==> src/rtl/core/bsm_pkg.sv <==
package bsm_pkg;

  localparam int CoordW = 32;
  localparam int RadW   = 31;
  localparam int DiffW  = CoordW + 1;
  localparam int ProdW  = 2 * DiffW;
  localparam int LenW   = ProdW;
  localparam int RootW  = DiffW;

  typedef enum logic [0:0] {
    OP_START = 1'b0,
    OP_MERGE = 1'b1
  } op_t;

  typedef enum logic [2:0] {
    S_IDLE,
    S_SQ,
    S_CMP,
    S_ROOT,
    S_DIV,
    S_MOVE,
    S_RAD,
    S_DONE
  } state_t;

  typedef struct packed {
    logic             done;
    logic [RootW-1:0] root;
    logic             exact;
  } root_res_t;

  typedef struct packed {
    logic             done;
    logic [RootW-1:0] quot;
  } div_res_t;

endpackage

==> src/rtl/core/bsm_mul.sv <==
module bsm_mul (
  input  logic                      clk,
  input  logic [bsm_pkg::DiffW-1:0] a,
  input  logic [bsm_pkg::DiffW-1:0] b,
  output logic [bsm_pkg::ProdW-1:0] p
);
  import bsm_pkg::*;

  always_ff @(posedge clk) begin
    p <= ProdW'(a) * ProdW'(b);
  end

endmodule

==> config.mk <==
export PLATFORM = sky130hd
export DESIGN_NAME = bsm_mul
export DESIGN_NICKNAME = d
export VERILOG_FILES = /design/src/rtl/core/bsm_pkg.sv /design/src/rtl/core/bsm_mul.sv
export SDC_FILE = /design/constraint.sdc
export NUM_CORES = 2
export LEC_CHECK = 0
export BUFFER_PORTS_ARGS = -buffer_cell sky130_fd_sc_hd__buf_2
export CORE_AREA = 2 2 421 256
export CTS_CLUSTER_SIZE = 20
export DETAILED_ROUTE_END_ITERATION = 16
export DIE_AREA = 0 0 423 258
export PLACE_DENSITY = 0.59
export SETUP_SLACK_MARGIN = 0.2
export SLEW_MARGIN = 40
export SYNTH_ARGS = -nofsm -noshare
export SYNTH_HDL_FRONTEND = slang
export SYNTH_SLANG_ARGS = --single-unit
==> constraint.sdc <==
create_clock -name clk -period 9.6 [get_ports clk]
set_input_delay 0.48 -clock clk [delete_from_list [all_inputs] [get_ports clk]]
set_output_delay 0.48 -clock clk [all_outputs]
set_load 0.005 [all_outputs]
==> run metrics <==
most frequent cell after synthesis inv_1; ys flop type dfxtp_1; Setup crit end p[64]$_DFF_P_; CTS tree yes; Ys Warns 0; post-DR vias/cell 4.77; Starting DRT DRC Count 2288; ys async rst share 0%; total track usage 21.1%; TNS Setup 0 ns; CTS Sinks 66; Synth Area in Compound Gates 3.45%; die area 0.109 mm2; Slew HR 41.0%; Reg clk slew, reported paths 0.06 ns; Vias 26000; Synth top area share a little over half; CP startpoint kind input port; routed len/inst roughly 20 um; drt first pass iters 5; largest net degree at the start of global routing 34; status finished, final reports clean; DRC violations left 0; Nets 5300; first-pass GRT wire length 175000 um; setup violators final 0; Synth Area per Inst approximately 9.0 um2; initial antenna violation count 15; Mapped Cells around 4000; CTS Buffer Depth 2; Critical Path Start a[7]; max reg flops between 60 and 70; cts hold-fix bufs 0; TritonCTS Buffers 9; count of cell types in the netlist 57; Initial Utilization 34.6%; vias in the first global route 27900; Mapped Area approximately 0.037 mm2; post-route setup slack between 1 and 1.5 ns; post-synthesis sequential area ratio about 3.6%; Final Cycle Share between 80% and 90%; Rows 93; Net Count, Synth 5338; GR Overflow Total 0; ANT nets after route 0; Die Span X 423 um; multiplexer share of the synthesized area 0%; CP arrival 8.83 ns; post-layout min period 8.53 ns; CTS root buffer clkbuf_16; PortBufs about 130; Layout Cells excl Fill 5446; Placer Congestion 0.900; Area contributors post-synth fa_1 52%, inv_1 11%, and2_1 9.8%, ha_1 9.1%, nand2_1 5.8%; xor and xnor area share after synthesis 1.56%; Synth area leader fa_1; RSZ-0062 raised after global routing no; most frequent cells after synthesis 1048 x inv_1, 958 x fa_1, 574 x and2_1; Top Registers p x66; Slew Limit Fails 0; Top reg by flops p; dpl cells about 5400; H-tree levels 3; Slew @ Worst Pin 0.885 ns; pre-CTS WS about 0.74 ns; largest family of logic cells by synthesized area adder cells; Core ar. 0.106 mm2; Final Cell Area between 0.03 and 0.04 mm2; worst min path class input port to register; critical path's slowest cell nor4b_1; area delta synth->final 6.14%; Post-Synth Adder-Cell Area 61.5%; CP Capture Type register; number of enable flip-flop cells after synthesis 0; # Post-CTS Setup Buffers 0; placed instance area 0.0385 mm2; Max Cap Viol 0; Die Span Y 258 um; io pins 133; #FFs+latches synth 66; Worst EP required slightly below 10 ns; critical path's largest stage delay 0.65 ns; simple logic cell fraction of the synthesized area 17.0%; post-DP HPWL 92500 um; most used cell along the critical path fa_1; Hold Vio Cnt, Final 0; post_cts resized 0; fmax between 100 and 150 MHz; ratio of cells with drive above 1 in the final layout 4.58%; Max Fanout on Critical Path 33; critical path class input port to register; WL final 111000 um
==> layer usage <==
layer  wire length [um]  up-vias  share of wire, %  global-route usage (%)
li1                   -    11400                 -                       -
met1              54600    13300                49                    34.2
met2              40100     1155                36                    26.0
met3              15100       52                14                    8.40
met4                825        8              0.75                    2.34
met5                 34        -             0.031                       0
==> layout make-up <==
class	instances	area [um2]
fillers	10900	67000
multi-input cells	2722	30600
inverters	1049	3940
well taps	1425	1780
flip-flops and latches	66	1320
repair buffers	162	891
clock buffers	10	239
clock inverters	6	114
diodes	6	15.0
==> through the flow <==
step                util [%]  hold WS (ns)
floorplan                  -         0.607
global placement        36.3         0.862
detailed placement      36.3         0.854
CTS                     36.7         0.823
global route            36.7         0.837
finish                  36.7         0.824
==> layout by cell type (no fill, tap or decap), types with 5 or more instances in the layout <==
cell type,Yosys,routed
inv_1,1048,1048
fa_1,958,958
and2_1,574,574
nand2_1,567,567
ha_1,265,265
buf_2,2,130
a21oi_1,73,73
dfxtp_1,66,66
xnor2_1,41,41
nor2_1,33,33
buf_4,0,32
a21o_1,31,31
xor2_1,24,24
o21ai_1,23,23
nand4_1,16,16
o21ai_0,15,15
nand3_1,10,10
clkbuf_16,0,9
o21bai_1,8,8
and3_1,7,7
o21a_1,7,7
diode_2,0,6
a31oi_1,6,6
nor2b_1,6,6
a211oi_1,5,5
==> worst max-delay path, delay by kind of cell <==
| kind | cells | cell delay (ns) |
|---|---|---|
| AOI/OAI and AO/OA | 4 | 0.91 |
| buffers and inverters | 6 | 0.85 |
| xor gates and xnor gates | 1 | 0.18 |
| and+or+nand+nor | 6 | 1.67 |
| adders and majority gates | 9 | 4.68 |
==> cells by family (layout without fill, tap and decap cells) <==
family          count (synthesis)  count (layout)
compound gates                201             201
xor+xnor                       65              65
fa+ha+maj                    1223            1223
buf+inv                      1260            1227
flops                          66              66
other cells                     0               6
simple gates                 1233            1233
==> how the worst min path moves through the flow <==
stage,startpoint,endpoint,slack [ns],depth (start not counted)
after global routing,a[0],p[0]$_DFF_P_,0.84,2
after CTS,a[0],p[0]$_DFF_P_,0.82,2
after floorplan,b[0],p[0]$_DFF_P_,0.61,1
final,a[0],p[0]$_DFF_P_,0.82,2
after detailed placement,p[33]$_DFF_P_,p[33],0.85,1
after global placement,p[30]$_DFF_P_,p[30],0.86,1
Power is left out: the tool's default activity adds up to more than one toggle a clock period on the data nets, which glitch-free logic cannot reach.
