<file path="src/rtl/core/bsm_pkg.sv">
package bsm_pkg;

  localparam int CoordW = 32;
  localparam int RadW   = 31;
  localparam int DiffW  = CoordW + 1;
  localparam int ProdW  = 2 * DiffW;
  localparam int LenW   = ProdW;
  localparam int RootW  = DiffW;

  typedef enum logic [0:0] {
    OP_START = 1'b0,
    OP_MERGE = 1'b1
  } op_t;

  typedef enum logic [2:0] {
    S_IDLE,
    S_SQ,
    S_CMP,
    S_ROOT,
    S_DIV,
    S_MOVE,
    S_RAD,
    S_DONE
  } state_t;

  typedef struct packed {
    logic             done;
    logic [RootW-1:0] root;
    logic             exact;
  } root_res_t;

  typedef struct packed {
    logic             done;
    logic [RootW-1:0] quot;
  } div_res_t;

endpackage

</file>
<file path="src/rtl/core/bsm_div.sv">
module bsm_div (
  input  logic                        clk,
  input  logic                        rst,
  input  logic                        start,
  input  logic [bsm_pkg::RootW:0]     num,
  input  logic [bsm_pkg::RootW-1:0]   den,
  output bsm_pkg::div_res_t           res
);
  import bsm_pkg::*;

  localparam int RmW = RootW + 1;

  logic [RmW-1:0]   rm;
  logic [RootW-1:0] q;
  logic [RootW-1:0] dv;
  logic [5:0]       cnt;
  logic             busy;
  logic             done;
  logic             shift_en;
  logic [RmW:0]     x;
  logic [RootW-1:0] qb;
  logic             take;

  // first two steps subtract in place, the remaining 31 shift first
  always_comb begin
    shift_en = (cnt <= 6'd31);
    x        = shift_en ? {rm, 1'b0} : {1'b0, rm};
    qb       = shift_en ? {q[RootW-2:0], 1'b0} : q;
    take     = (x >= (RmW+1)'(dv));
  end

  always_ff @(posedge clk) begin
    if (rst) begin
      busy <= 1'b0;
      done <= 1'b0;
      cnt  <= '0;
    end else begin
      done <= 1'b0;
      if (start) begin
        busy <= 1'b1;
        cnt  <= 6'd33;
      end else if (busy) begin
        cnt <= cnt - 6'd1;
        if (cnt == 6'd1) begin
          busy <= 1'b0;
          done <= 1'b1;
        end
      end
    end
  end

  always_ff @(posedge clk) begin
    if (start) begin
      rm <= num;
      q  <= '0;
      dv <= den;
    end else if (busy) begin
      rm <= take ? RmW'(x - (RmW+1)'(dv)) : RmW'(x);
      q  <= qb + RootW'(take);
    end
  end

  assign res.done = done;
  assign res.quot = q;

endmodule

</file>
<file path="config.mk">
export PLATFORM = sky130hd
export DESIGN_NAME = bsm_div
export DESIGN_NICKNAME = d
export VERILOG_FILES = /design/src/rtl/core/bsm_pkg.sv /design/src/rtl/core/bsm_div.sv
export SDC_FILE = /design/constraint.sdc
export NUM_CORES = 1
export LEC_CHECK = 0
export CAP_MARGIN = 10
export CORE_ASPECT_RATIO = 0.9
export CORE_MARGIN = 2
export CORE_UTILIZATION = 50
export CTS_CLUSTER_SIZE = 24
export DETAILED_ROUTE_END_ITERATION = 10
export DONT_BUFFER_PORTS = 1
export GPL_ROUTABILITY_DRIVEN = 0
export GPL_TIMING_DRIVEN = 0
export SYNTH_ARGS = -nofsm -noshare
export SYNTH_HDL_FRONTEND = slang
export SYNTH_SLANG_ARGS = --single-unit
</file>
<file path="constraint.sdc">
create_clock -name clk -period 11 [get_ports clk]
set_input_delay 1.1 -clock clk [delete_from_list [all_inputs] [get_ports clk]]
set_output_delay 1.1 -clock clk [all_outputs]
set_load 0.03 [all_outputs]
</file>
==> results_dict.tcl <==
set metrics [dict create \
    outcome "completed" \
    cts_root_buffer "clkbuf_16" \
    cts_hold_buf 0 \
    syn_area_um2 8130 \
    io_buffers 0 \
    nets 1069 \
    die_area_um2 17300 \
    reg2reg_slack_ns 0.98 \
    synth_top_area_share_pct 24.7 \
    ys_async_sr_fraction_pct 0 \
    ctsResizeCount 0 \
    antenna_found_initial 0 \
    worst_hold_slack_ns 0.541 \
    clock_latency_ns 0.37 \
    required_ns 11.26 \
    synthMuxAreaShare_pct 9.32 \
    path_class "reg2reg" \
    r2r_end "q[32]" \
    dr_total_vias 7488 \
    wirelength_mm 24.9 \
    max_freq_mhz 99.8 \
    crit_path_end_kind "flip-flop" \
    holdPathStages 2 \
    ff_latch_area_um2 2830 \
    track_usage_pct 28.3 \
    dp.cells 1157 \
    max_slew_margin_pct 35.7 \
    r2r-start "cnt[5]" \
    clockBufferDepth 2 \
    cts.sinks 108 \
    worstHoldStart "cnt[1]" \
    yosys.area.top_type "edfxtp_1" \
    cts_setup_buffers 0 \
    initial_utilization_pct 50.8 \
    synth-main-ff-cell "edfxtp_1" \
    setup_viol 0 \
    syn_inst 950 \
    ys_seq_area_share_pct 34.8 \
    syn_nets 1058 \
    grt_pass1_wl_mm 38.8 \
    synth-xor-area-share_pct 4.31 \
    area_delta_synth_final_pct 6.38 \
    synth-simple-area-share_pct 18.1 \
    final_area_um2 8650 \
    synth_edf_count 67 \
    fin_util_pct 54.0 \
    gr-total-overflow 0 \
    synth.most_common_cell "nor2_1" \
    drt_iter0_markers 717 \
    die_height_um 125 \
    dpl.hpwl_mm 18.0 \
    critPathMaxFanout 10 \
    fin_setup_tns_ns 0 \
    grt_max_degree 39 \
    synth-compound-area-share_pct 21.7 \
    die_w_um 138 \
    fin_skew_ns 0.00808 \
    synth_top_family_by_area "compound AO/OA/AOI/OAI gates" \
    clk_pin_slew_worst_paths_ns 0.08 \
    place_area_um2 8390 \
    vdd_drop_max_uv 95.0 \
    rsz0062_at_grt "no" \
    cts_tree "done" \
    crit_buf_inv 11 \
    slowest_delay_ns 0.80 \
    maxCapViolCount 0 \
    yosysUniqueCellTypes 69 \
    finalCritPeriodShare_pct 91.1 \
    synth_seq_cells 108 \
    worst_path_max_delay_cell "a2111oi_0" \
    ant_nets 0 \
    drt-vias-per-instance 6.38 \
    core_um2 16000 \
    synth_fa_ha_area_share_pct 5.94 \
    hold_violations 0 \
    synthTopCellsByCount "nor2_1 (91), nand2_1 (86), a21oi_1 (79), edfxtp_1 (67), o21ai_0 (59)" \
    yosys-top-cells-area "edfxtp_1 (25%), dfxtp_1 (10%), mux2_2 (6.4%)" \
    rows 44 \
    hold_path_class "reg2reg" \
    finalNonFillerCells 1173 \
    diodes 0 \
    cts_max_level 3 \
    min_to "cnt[1]" \
    crit_family "buffers and inverters" \
    drive_gt1_share_pct 8.70 \
    grt_pass1_vias 6969 \
    min_period_ns 10.02 \
    multi_input_area_um2 4830 \
    tightest_slew_ns 0.961 \
    reg2regPathDepth 27 \
    fillers 1497 \
    critPathArrivalTime_ns 10.28 \
    power_density_nw_per_um2 196 \
    final_max_slew_viol_count 0 \
    p_leak_nw 3.25 \
    yosysWarnings 0 \
    critPathLaunchType "flip-flop" \
    drc 0 \
    wire_per_inst_um 21.3 \
    synth_area_per_cell_um2 8.56 \
    num_io_pins 104 \
    cts_inserted_buffers 9 \
    dr.pass1.iters 5 \
]
metal layers:
| layer | up-vias | GRT usage, % | routed length [µm] |
|---|---|---|---|
| met1 | 3605 | 42.4 | 12000 |
| met3 | 36 | 5.94 | 2000 |
| met2 | 338 | 41.3 | 10400 |
| li1 | 3509 | - | - |
| met5 | - | 0 | 0 |
| met4 | 0 | 8.22 | 520 |
sequential cells by signal, indices dropped and copies added (netlist names):
register / count
busy: 1
q: 33
rm: 34
dv: 33
done: 1
cnt: 6
logic make-up after synthesis:
family | after synthesis
simple gates | 307
compound gates | 269
buf+inv | 118
flops | 108
mux | 70
xor+xnor | 40
fa+ha+maj | 38
worst reg2reg max path: cells and delay by family (launching register included):
kind,cells,cell delay (ns)
buffers and inverters,11,4.16
flip-flops,1,0.32
multiplexers,1,0.43
AO/OA/AOI/OAI,5,1.94
adder cells (fa/ha/maj),3,0.84
AND/OR/NAND/NOR,7,2.24
cells in the final DEF, fill, tap and decap left out, types with 26 or more instances in the layout:
master | netlist | final
nor3_1 | 26 | 26
nor2_1 | 91 | 91
ha_1 | 37 | 37
dfxtp_1 | 41 | 41
edfxtp_1 | 67 | 67
clkbuf_1 | 46 | 49
o21ai_0 | 59 | 59
inv_1 | 50 | 49
a21oi_1 | 79 | 79
xnor2_1 | 27 | 27
nand2_1 | 86 | 86
mux2_2 | 46 | 46
power by group:
group	internal, mW	switching (mW)	leakage [nW]
Sequential	0.508	0.0452	0.994
Clock	0.154	0.155	0.129
Combinational	0.329	0.505	2.12
worst max-delay path by stage:
| stage | startpoint | end | slack, ns | cells past startpoint |
|---|---|---|---|---|
| after floorplan | cnt[5] | q[32] | 3.84 | 27 |
| after global placement | cnt[5] | q[32] | 1.36 | 27 |
| after detailed placement | cnt[5] | q[32] | 1.14 | 27 |
| after CTS | cnt[5] | q[32] | 1.10 | 27 |
| after global routing | cnt[5] | q[32] | 0.63 | 27 |
| final | cnt[5] | q[32] | 0.98 | 27 |
metrics by stage:
step / power [mW] / setup slack (ns)
after floorplan: 1.17 / 3.84
after global placement: 1.35 / 1.36
after detailed placement: 1.37 / 1.14
after CTS: 1.68 / 1.10
after global routing: 1.81 / 0.626
final: 1.70 / 0.982
area by class of cell:
cell class              instances  share of cell area (%)
multi-input cells             724                    55.8
flip-flops and latches        108                    32.7
plain buffers                  66                    3.17
well taps                     207                    2.99
clock buffers                  12                    2.73
inverters                      52                    2.26
clock inverters                 4                   0.275
Power figures use the tool's default switching activity.
