===== config.mk =====
export PLATFORM = sky130hd
export DESIGN_NAME = bsm_isqrt
export DESIGN_NICKNAME = d
export VERILOG_FILES = /design/src/rtl/core/bsm_pkg.sv /design/src/rtl/core/bsm_isqrt.sv
export SDC_FILE = /design/constraint.sdc
export NUM_CORES = 1
export LEC_CHECK = 0
export ABC_AREA = 1
export BUFFER_PORTS_ARGS = -buffer_cell sky130_fd_sc_hd__buf_4
export CAP_MARGIN = 20
export CORE_MARGIN = 1
export CORE_UTILIZATION = 35
export CTS_CLUSTER_SIZE = 10
export DETAILED_ROUTE_END_ITERATION = 10
export PLACE_DENSITY_LB_ADDON = 0.15
export REMOVE_ABC_BUFFERS = 1
export SLEW_MARGIN = 20
export SYNTH_ARGS = -nofsm -noshare
export SYNTH_HDL_FRONTEND = slang
export SYNTH_SLANG_ARGS = --single-unit

===== constraint.sdc =====
create_clock -name clk -period 2.9 [get_ports clk]
set_input_delay 0.145 -clock clk [delete_from_list [all_inputs] [get_ports clk]]
set_output_delay 0.145 -clock clk [all_outputs]
set_load 0.05 [all_outputs]

===== src/rtl/core/bsm_pkg.sv =====
package bsm_pkg;

  localparam int CoordW = 32;
  localparam int RadW   = 31;
  localparam int DiffW  = CoordW + 1;
  localparam int ProdW  = 2 * DiffW;
  localparam int LenW   = ProdW;
  localparam int RootW  = DiffW;

  typedef enum logic [0:0] {
    OP_START = 1'b0,
    OP_MERGE = 1'b1
  } op_t;

  typedef enum logic [2:0] {
    S_IDLE,
    S_SQ,
    S_CMP,
    S_ROOT,
    S_DIV,
    S_MOVE,
    S_RAD,
    S_DONE
  } state_t;

  typedef struct packed {
    logic             done;
    logic [RootW-1:0] root;
    logic             exact;
  } root_res_t;

  typedef struct packed {
    logic             done;
    logic [RootW-1:0] quot;
  } div_res_t;

endpackage


===== src/rtl/core/bsm_isqrt.sv =====
module bsm_isqrt (
  input  logic                     clk,
  input  logic                     rst,
  input  logic                     start,
  input  logic [bsm_pkg::LenW-1:0] value,
  output bsm_pkg::root_res_t       res
);
  import bsm_pkg::*;

  localparam int RemW = RootW + 2;

  logic [LenW-1:0]  val_sh;
  logic [RootW-1:0] root;
  logic [RemW-1:0]  rem;
  logic [5:0]       cnt;
  logic             busy;
  logic             done;
  logic [RemW+1:0]  rem_sh;
  logic [RemW+1:0]  trial;
  logic             take;

  always_comb begin
    rem_sh = {rem, val_sh[LenW-1 -: 2]};
    trial  = (RemW+2)'({root, 2'b01});
    take   = (rem_sh >= trial);
  end

  always_ff @(posedge clk) begin
    if (rst) begin
      busy <= 1'b0;
      done <= 1'b0;
      cnt  <= '0;
    end else begin
      done <= 1'b0;
      if (start) begin
        busy <= 1'b1;
        cnt  <= 6'(RootW);
      end else if (busy) begin
        cnt <= cnt - 6'd1;
        if (cnt == 6'd1) begin
          busy <= 1'b0;
          done <= 1'b1;
        end
      end
    end
  end

  always_ff @(posedge clk) begin
    if (start) begin
      val_sh <= value;
      root   <= '0;
      rem    <= '0;
    end else if (busy) begin
      val_sh <= {val_sh[LenW-3:0], 2'b00};
      root   <= {root[RootW-2:0], take};
      rem    <= take ? RemW'(rem_sh - trial) : RemW'(rem_sh);
    end
  end

  assign res.done  = done;
  assign res.root  = root;
  assign res.exact = (rem == '0);

endmodule


==> results of run 1 <==
[cell type report]
class / count / area (µm²) / share of cell area
multi-input cells: 917 / 4358 / 0.3902
flip-flops and latches: 142 / 3505 / 0.3138
repair buffers: 185 / 1594 / 0.1427
inverters: 187 / 703.2 / 0.06296
clock buffers: 18 / 429.2 / 0.03843
well taps: 324 / 405.4 / 0.03630
clock inverters: 14 / 173.9 / 0.01557
[flip-flops by register name, summed over array words and instances (netlist names)]
register,count
cnt,6
rem,35
done,1
val_sh,66
root,33
busy,1
[per-stage QoR]
stage | setup slack [ps] | util | hold WS, ps | instances
finish | 344.4 | 0.4566 | 32.84 | 1787
global route | 89.92 | 0.4566 | 36.98 | 1787
CTS | 322.5 | 0.4566 | 21.93 | 1787
detailed placement | 361.6 | 0.4045 | 342.2 | 1688
global placement | 412.5 | 0.4045 | 336.3 | 1688
floorplan | -947.2 | - | 214.1 | 1246
[metal layers]
layer	share of wire	wire [µm]	global-route usage
met2	0.46	11720	0.3419
met4	0.019	480	0.06450
met3	0.051	1303	0.04132
met1	0.47	11870	0.2716
met5	0	0	0
[layout by cell type (no fill, tap or decap), drive strengths merged, types with 7 or more instances in the layout]
cell type	instances
o22ai	32
xor2	15
dfxtp	76
buf	118
edfxtp	66
nand3b	7
nor3	7
nor4	9
nand4	46
a21oi	27
nand3	80
ha	37
inv	192
dlygate4sd3	67
clkbuf	18
o21ai	9
nor2	95
nand2	532
[synthesized netlist by cell type (all sizes together)]
| master | instances | area [µm²] |
|---|---|---|
| clkbuf | 28 | 105.1 |
| nor3 | 7 | 40.04 |
| o21bai | 6 | 45.04 |
| dfxtp | 76 | 1521 |
| nand3 | 80 | 400.4 |
| a31oi | 2 | 12.51 |
| inv | 185 | 694.4 |
| nand3b | 7 | 52.55 |
| ha | 37 | 462.9 |
| nor4 | 9 | 56.30 |
| edfxtp | 66 | 1982 |
| nor3b | 1 | 7.510 |
| buf | 18 | 110.1 |
| o211ai | 2 | 15.01 |
| clkinv | 2 | 7.510 |
| and2 | 4 | 25.02 |
| nand2 | 532 | 2012 |
| a211oi | 1 | 7.510 |
| o21ai | 9 | 45.04 |
| a21o | 1 | 7.510 |
| nand2b | 1 | 6.260 |
| nor2 | 95 | 376.6 |
| xor2 | 15 | 131.4 |
| o22ai | 32 | 200.2 |
| a21oi | 27 | 135.1 |
| a21boi | 1 | 7.510 |
| or2 | 1 | 6.260 |
| nand4 | 46 | 294.0 |
| xnor2 | 1 | 8.760 |
[worst paths after layout]
path / to / slack (ps) / cells after the start
max reg2reg: rem[19] / 340 / 16
max: rem[19] / 340 / 16
min reg2reg: cnt[5] / 470 / 2
min: rem[30] / 30 / 2
[what timing repair did]
item	in CTS	in global routing
hold buffers	67	0
hold endpoints to repair	69	0
gates resized for setup	0	0
[cell families after synthesis]
logic type	Yosys count	share of synthesized area
buffers and inverters	233	0.1045
flip-flops	142	0.3992
XOR/XNOR	16	0.01597
AND/OR/NAND/NOR	783	0.3734
AO/OA/AOI/OAI	81	0.05418
adder cells (fa/ha/maj)	37	0.05275
==> results.json, run 1 <==
{
  "worstSetupEndpointType": "register",
  "ys_ff_latch": 142,
  "final.min_clock_period_ps": 2556,
  "grt_pass1_vias": 8262,
  "nNetsFinal": 1556,
  "tns_ps": 0,
  "first_iter_violations": 626,
  "finalHoldViolations": 0,
  "hp-start": "start",
  "rsz0062_at_grt": "false",
  "synth.avg_cell_area_um2": 6.793,
  "grt_pass1_wl_mm": 42.12,
  "yosysSeqAreaShare": 0.3992,
  "slew_headroom": 0.5119,
  "cts_buffers": 17,
  "rows": 57,
  "port_buffers": 103,
  "post-route-period-util": 0.8812,
  "die_x_um": 160.3,
  "fillCellCount": 2539,
  "ys_types": 38,
  "die_area_um2": 25710,
  "ioPinCount": 104,
  "htree_levels": 4,
  "grtUsageTotal": 0.2071,
  "cp.arrival_ps": 2930,
  "cts_buffer_depth": 2,
  "cts_tree": "built",
  "fmax_mhz": 391.3,
  "placed_area_um2": 9894,
  "cp_num_buf_inv": 3,
  "wl_per_cell_um": 14.20,
  "synthToLayoutAreaGrowth_pct": 27.26,
  "status": "finished, final reports clean",
  "syn_area_um2": 8776,
  "worst_pin_slew_ps": 725.4,
  "yosysWarnings": 0,
  "path_clk_slew_ps": 60,
  "ant_nets": 0,
  "final_cell_area_um2": 11170,
  "finClkSkew_ps": 11.81,
  "crit_slowest_cell": "ha_1",
  "cap_violations": 0,
  "gp_congestion": 0.9850,
  "viasPerCell": 4.786,
  "drive_gt1_frac": 0.1148,
  "r2r-start": "root[0]",
  "startpoint": "root[0]",
  "n_antenna_cell": 0,
  "drc": 0,
  "cp_common_cell": "nand2_1",
  "num_vias": 8553,
  "crit_chain": "inv_1, ha_1, o21ai_1, nand2_1, nand2_1, nand2_1, nand2_1, nand2_2, nand2_1, nand2_1, nand2_2, buf_12, nand4_1, nand3_1, nand2_1, inv_1",
  "grt_overflow": 0,
  "dpl.hpwl_mm": 18.51,
  "grt_max_degree": 66,
  "cp_top_family": "simple AND/OR/NAND/NOR gates",
  "crit_path_max_incr_delay_ps": 370,
  "worst_setup_path_start_kind": "register",
  "cts_setup_buffers": 0,
  "cts_sinks": 142,
  "core-area_um2": 24460,
  "critPathKind": "reg2reg",
  "root_buffer": "clkbuf_16",
  "finalSetupViolations": 0,
  "drt_pre_antenna_iters": 6,
  "critPathMaxFanout": 25,
  "hp-class": "in2reg",
  "die_y_um": 160.3,
  "slew_viol_final": 0,
  "synthCells": 1292,
  "start_util": 0.3588,
  "antenna_found_initial": 0,
  "clock_latency_ps": 440,
  "drt-total-wl_mm": 25.38,
  "required_ps": 3280
}
Power of run 1 is not shown: default switching activity piles up to over one toggle a cycle in this logic, so the estimate is an artifact.
==> inputs of run 2 (changes only) <==
--- a/config.mk
+++ b/config.mk
@@ -9,7 +9,7 @@
 export BUFFER_PORTS_ARGS = -buffer_cell sky130_fd_sc_hd__buf_4
 export CAP_MARGIN = 20
 export CORE_MARGIN = 1
-export CORE_UTILIZATION = 35
+export CORE_UTILIZATION = 54
 export CTS_CLUSTER_SIZE = 10
 export DETAILED_ROUTE_END_ITERATION = 10
 export PLACE_DENSITY_LB_ADDON = 0.15
==> run 2 against run 1 <==
Register-to-register slack better by 90 ps. Sequential share of layout area is 0.72 points higher. Non-clock buffer count is 9 lower. Global-route usage is 11 points higher. Setup slack better by 93 ps. Critical endpoint is now rem[27]. Sequential cell count stayed put. Core utilization is 23 points higher. Design area is 2.3% lower. Clock skew is 1.7 ps lower.
==> results.json, run 2 (same netlist as run 1, synthesis figures left out) <==
{
  "drt-total-wl_mm": 25.10,
  "htree_levels": 4,
  "crit_slowest_cell": "ha_1",
  "ioPinCount": 104,
  "regArea_um2": 3505,
  "worst_slack_ps": 437.7,
  "dpl.hpwl_mm": 17.50,
  "top_regs": "val_sh (66), rem (35), root (33)",
  "ant_nets": 0,
  "top_register": "val_sh",
  "fillCellCount": 1354,
  "wl_per_cell_um": 15.03,
  "hp-class": "in2reg",
  "drc": 0,
  "tns_ps": 0,
  "final.min_clock_period_ps": 2462,
  "final_common_cell": "nand2_1",
  "slew_viol_final": 0,
  "crit_chain": "inv_1, ha_1, nand2_1, nor2_1, nand2_1, nor2_2, nand3_1, nand2_1, nor2_2, buf_4, nand4_1, nand2_1, nor2_1, nor2_1",
  "cp_top_family": "simple AND/OR/NAND/NOR gates",
  "rows": 46,
  "die_x_um": 129.5,
  "largest_reg_flops": 66,
  "cp.arrival_ps": 2780,
  "die_y_um": 129.5,
  "clock_latency_ps": 430,
  "n_antenna_cell": 0,
  "cts_buffers": 17,
  "multi_input_area_um2": 4358,
  "port_buffers": 103,
  "cts_buffer_depth": 2,
  "nNetsFinal": 1547,
  "core-area_um2": 15890,
  "synthToLayoutAreaGrowth_pct": 24.39,
  "cts_setup_buffers": 0,
  "die_area_um2": 16770,
  "grt_overflow": 0,
  "rsz0062_at_grt": "false",
  "worst_pin_slew_ps": 679.6,
  "critPathKind": "reg2reg",
  "worstSetupEndpointType": "register",
  "critPathMaxFanout": 32,
  "pre_cts_ws_ps": 503.3,
  "cp_num_buf_inv": 2,
  "grt_pass1_wl_mm": 40.23,
  "cap_violations": 0,
  "cts_tree": "built",
  "fmax_mhz": 406.1,
  "most-common-layout-cells": "nand2_1, inv_1, buf_4, nor2_1, nand3_1",
  "grtUsageTotal": 0.3126,
  "num_vias": 8808,
  "worst_setup_path_start_kind": "register",
  "required_ps": 3220,
  "cts_sinks": 142,
  "finalHoldViolations": 0,
  "drt_pre_antenna_iters": 5,
  "first_iter_violations": 713,
  "antenna_found_initial": 0,
  "gp_congestion": 1.049,
  "drive_gt1_frac": 0.1149,
  "crit_path_max_incr_delay_ps": 390,
  "finClkSkew_ps": 10.07,
  "path_clk_slew_ps": 70,
  "start_util": 0.5525,
  "post-route-period-util": 0.8491,
  "cts.repair.resized": 0,
  "grt_pass1_vias": 8234,
  "slew_headroom": 0.5469,
  "status": "finished, final reports clean",
  "finalSetupViolations": 0,
  "cp_common_cell": "nand2_1",
  "viasPerCell": 5.274,
  "grt_max_degree": 98,
  "root_buffer": "clkbuf_16"
}
run 2: routing by layer:
metal  wire [µm]  GRT usage  part of all wire
met1       10950     0.4027              0.44
met2       11500     0.5089              0.46
met3        1851    0.06152             0.074
met4         797     0.1416             0.032
met5           0          0                 0
run 2: path summary, 6_finish.rpt:
kind / from / end / slack [ps] / cells past startpoint
worst max-delay path: root[17] / rem[27] / 440 / 14
worst min-delay path: value[65] / val_sh[65] / 10 / 3
worst max register to register: root[17] / rem[27] / 440 / 14
worst min register to register: cnt[5] / cnt[5] / 480 / 2
run 2: repair_timing:
item / CTS / global route
endpoints found under the setup margin: 0 / 0
hold endpoints to repair: 60 / 0
hold buffers: 59 / 0
run 2: area by class of cell:
cell class | count | area share
multi-input combinational | 917 | 0.3992
sequential | 142 | 0.3210
timing repair buffer | 176 | 0.1368
inverter | 187 | 0.06441
clock buffer | 18 | 0.03931
tap | 216 | 0.02476
clock inverter | 14 | 0.01444
run 2: through the flow:
step	cell area (µm²)	utilization	std cells	hold WS (ps)
2_1_floorplan	8561	-	1246	214.1
3_3_place_gp	9739	0.6131	1579	334.1
3_5_place_dp	9739	0.6131	1579	337.0
4_1_cts	10920	0.6872	1670	2.254
5_1_grt	10920	0.6872	1670	10.86
6_report	10920	0.6872	1670	10.02
run 2: tightest hold or removal path, cell delays in order:
cell     delay, ps
buf_4           80
nand2_1         50
nand2_1         50
Power of run 2 is left out for the same reason.
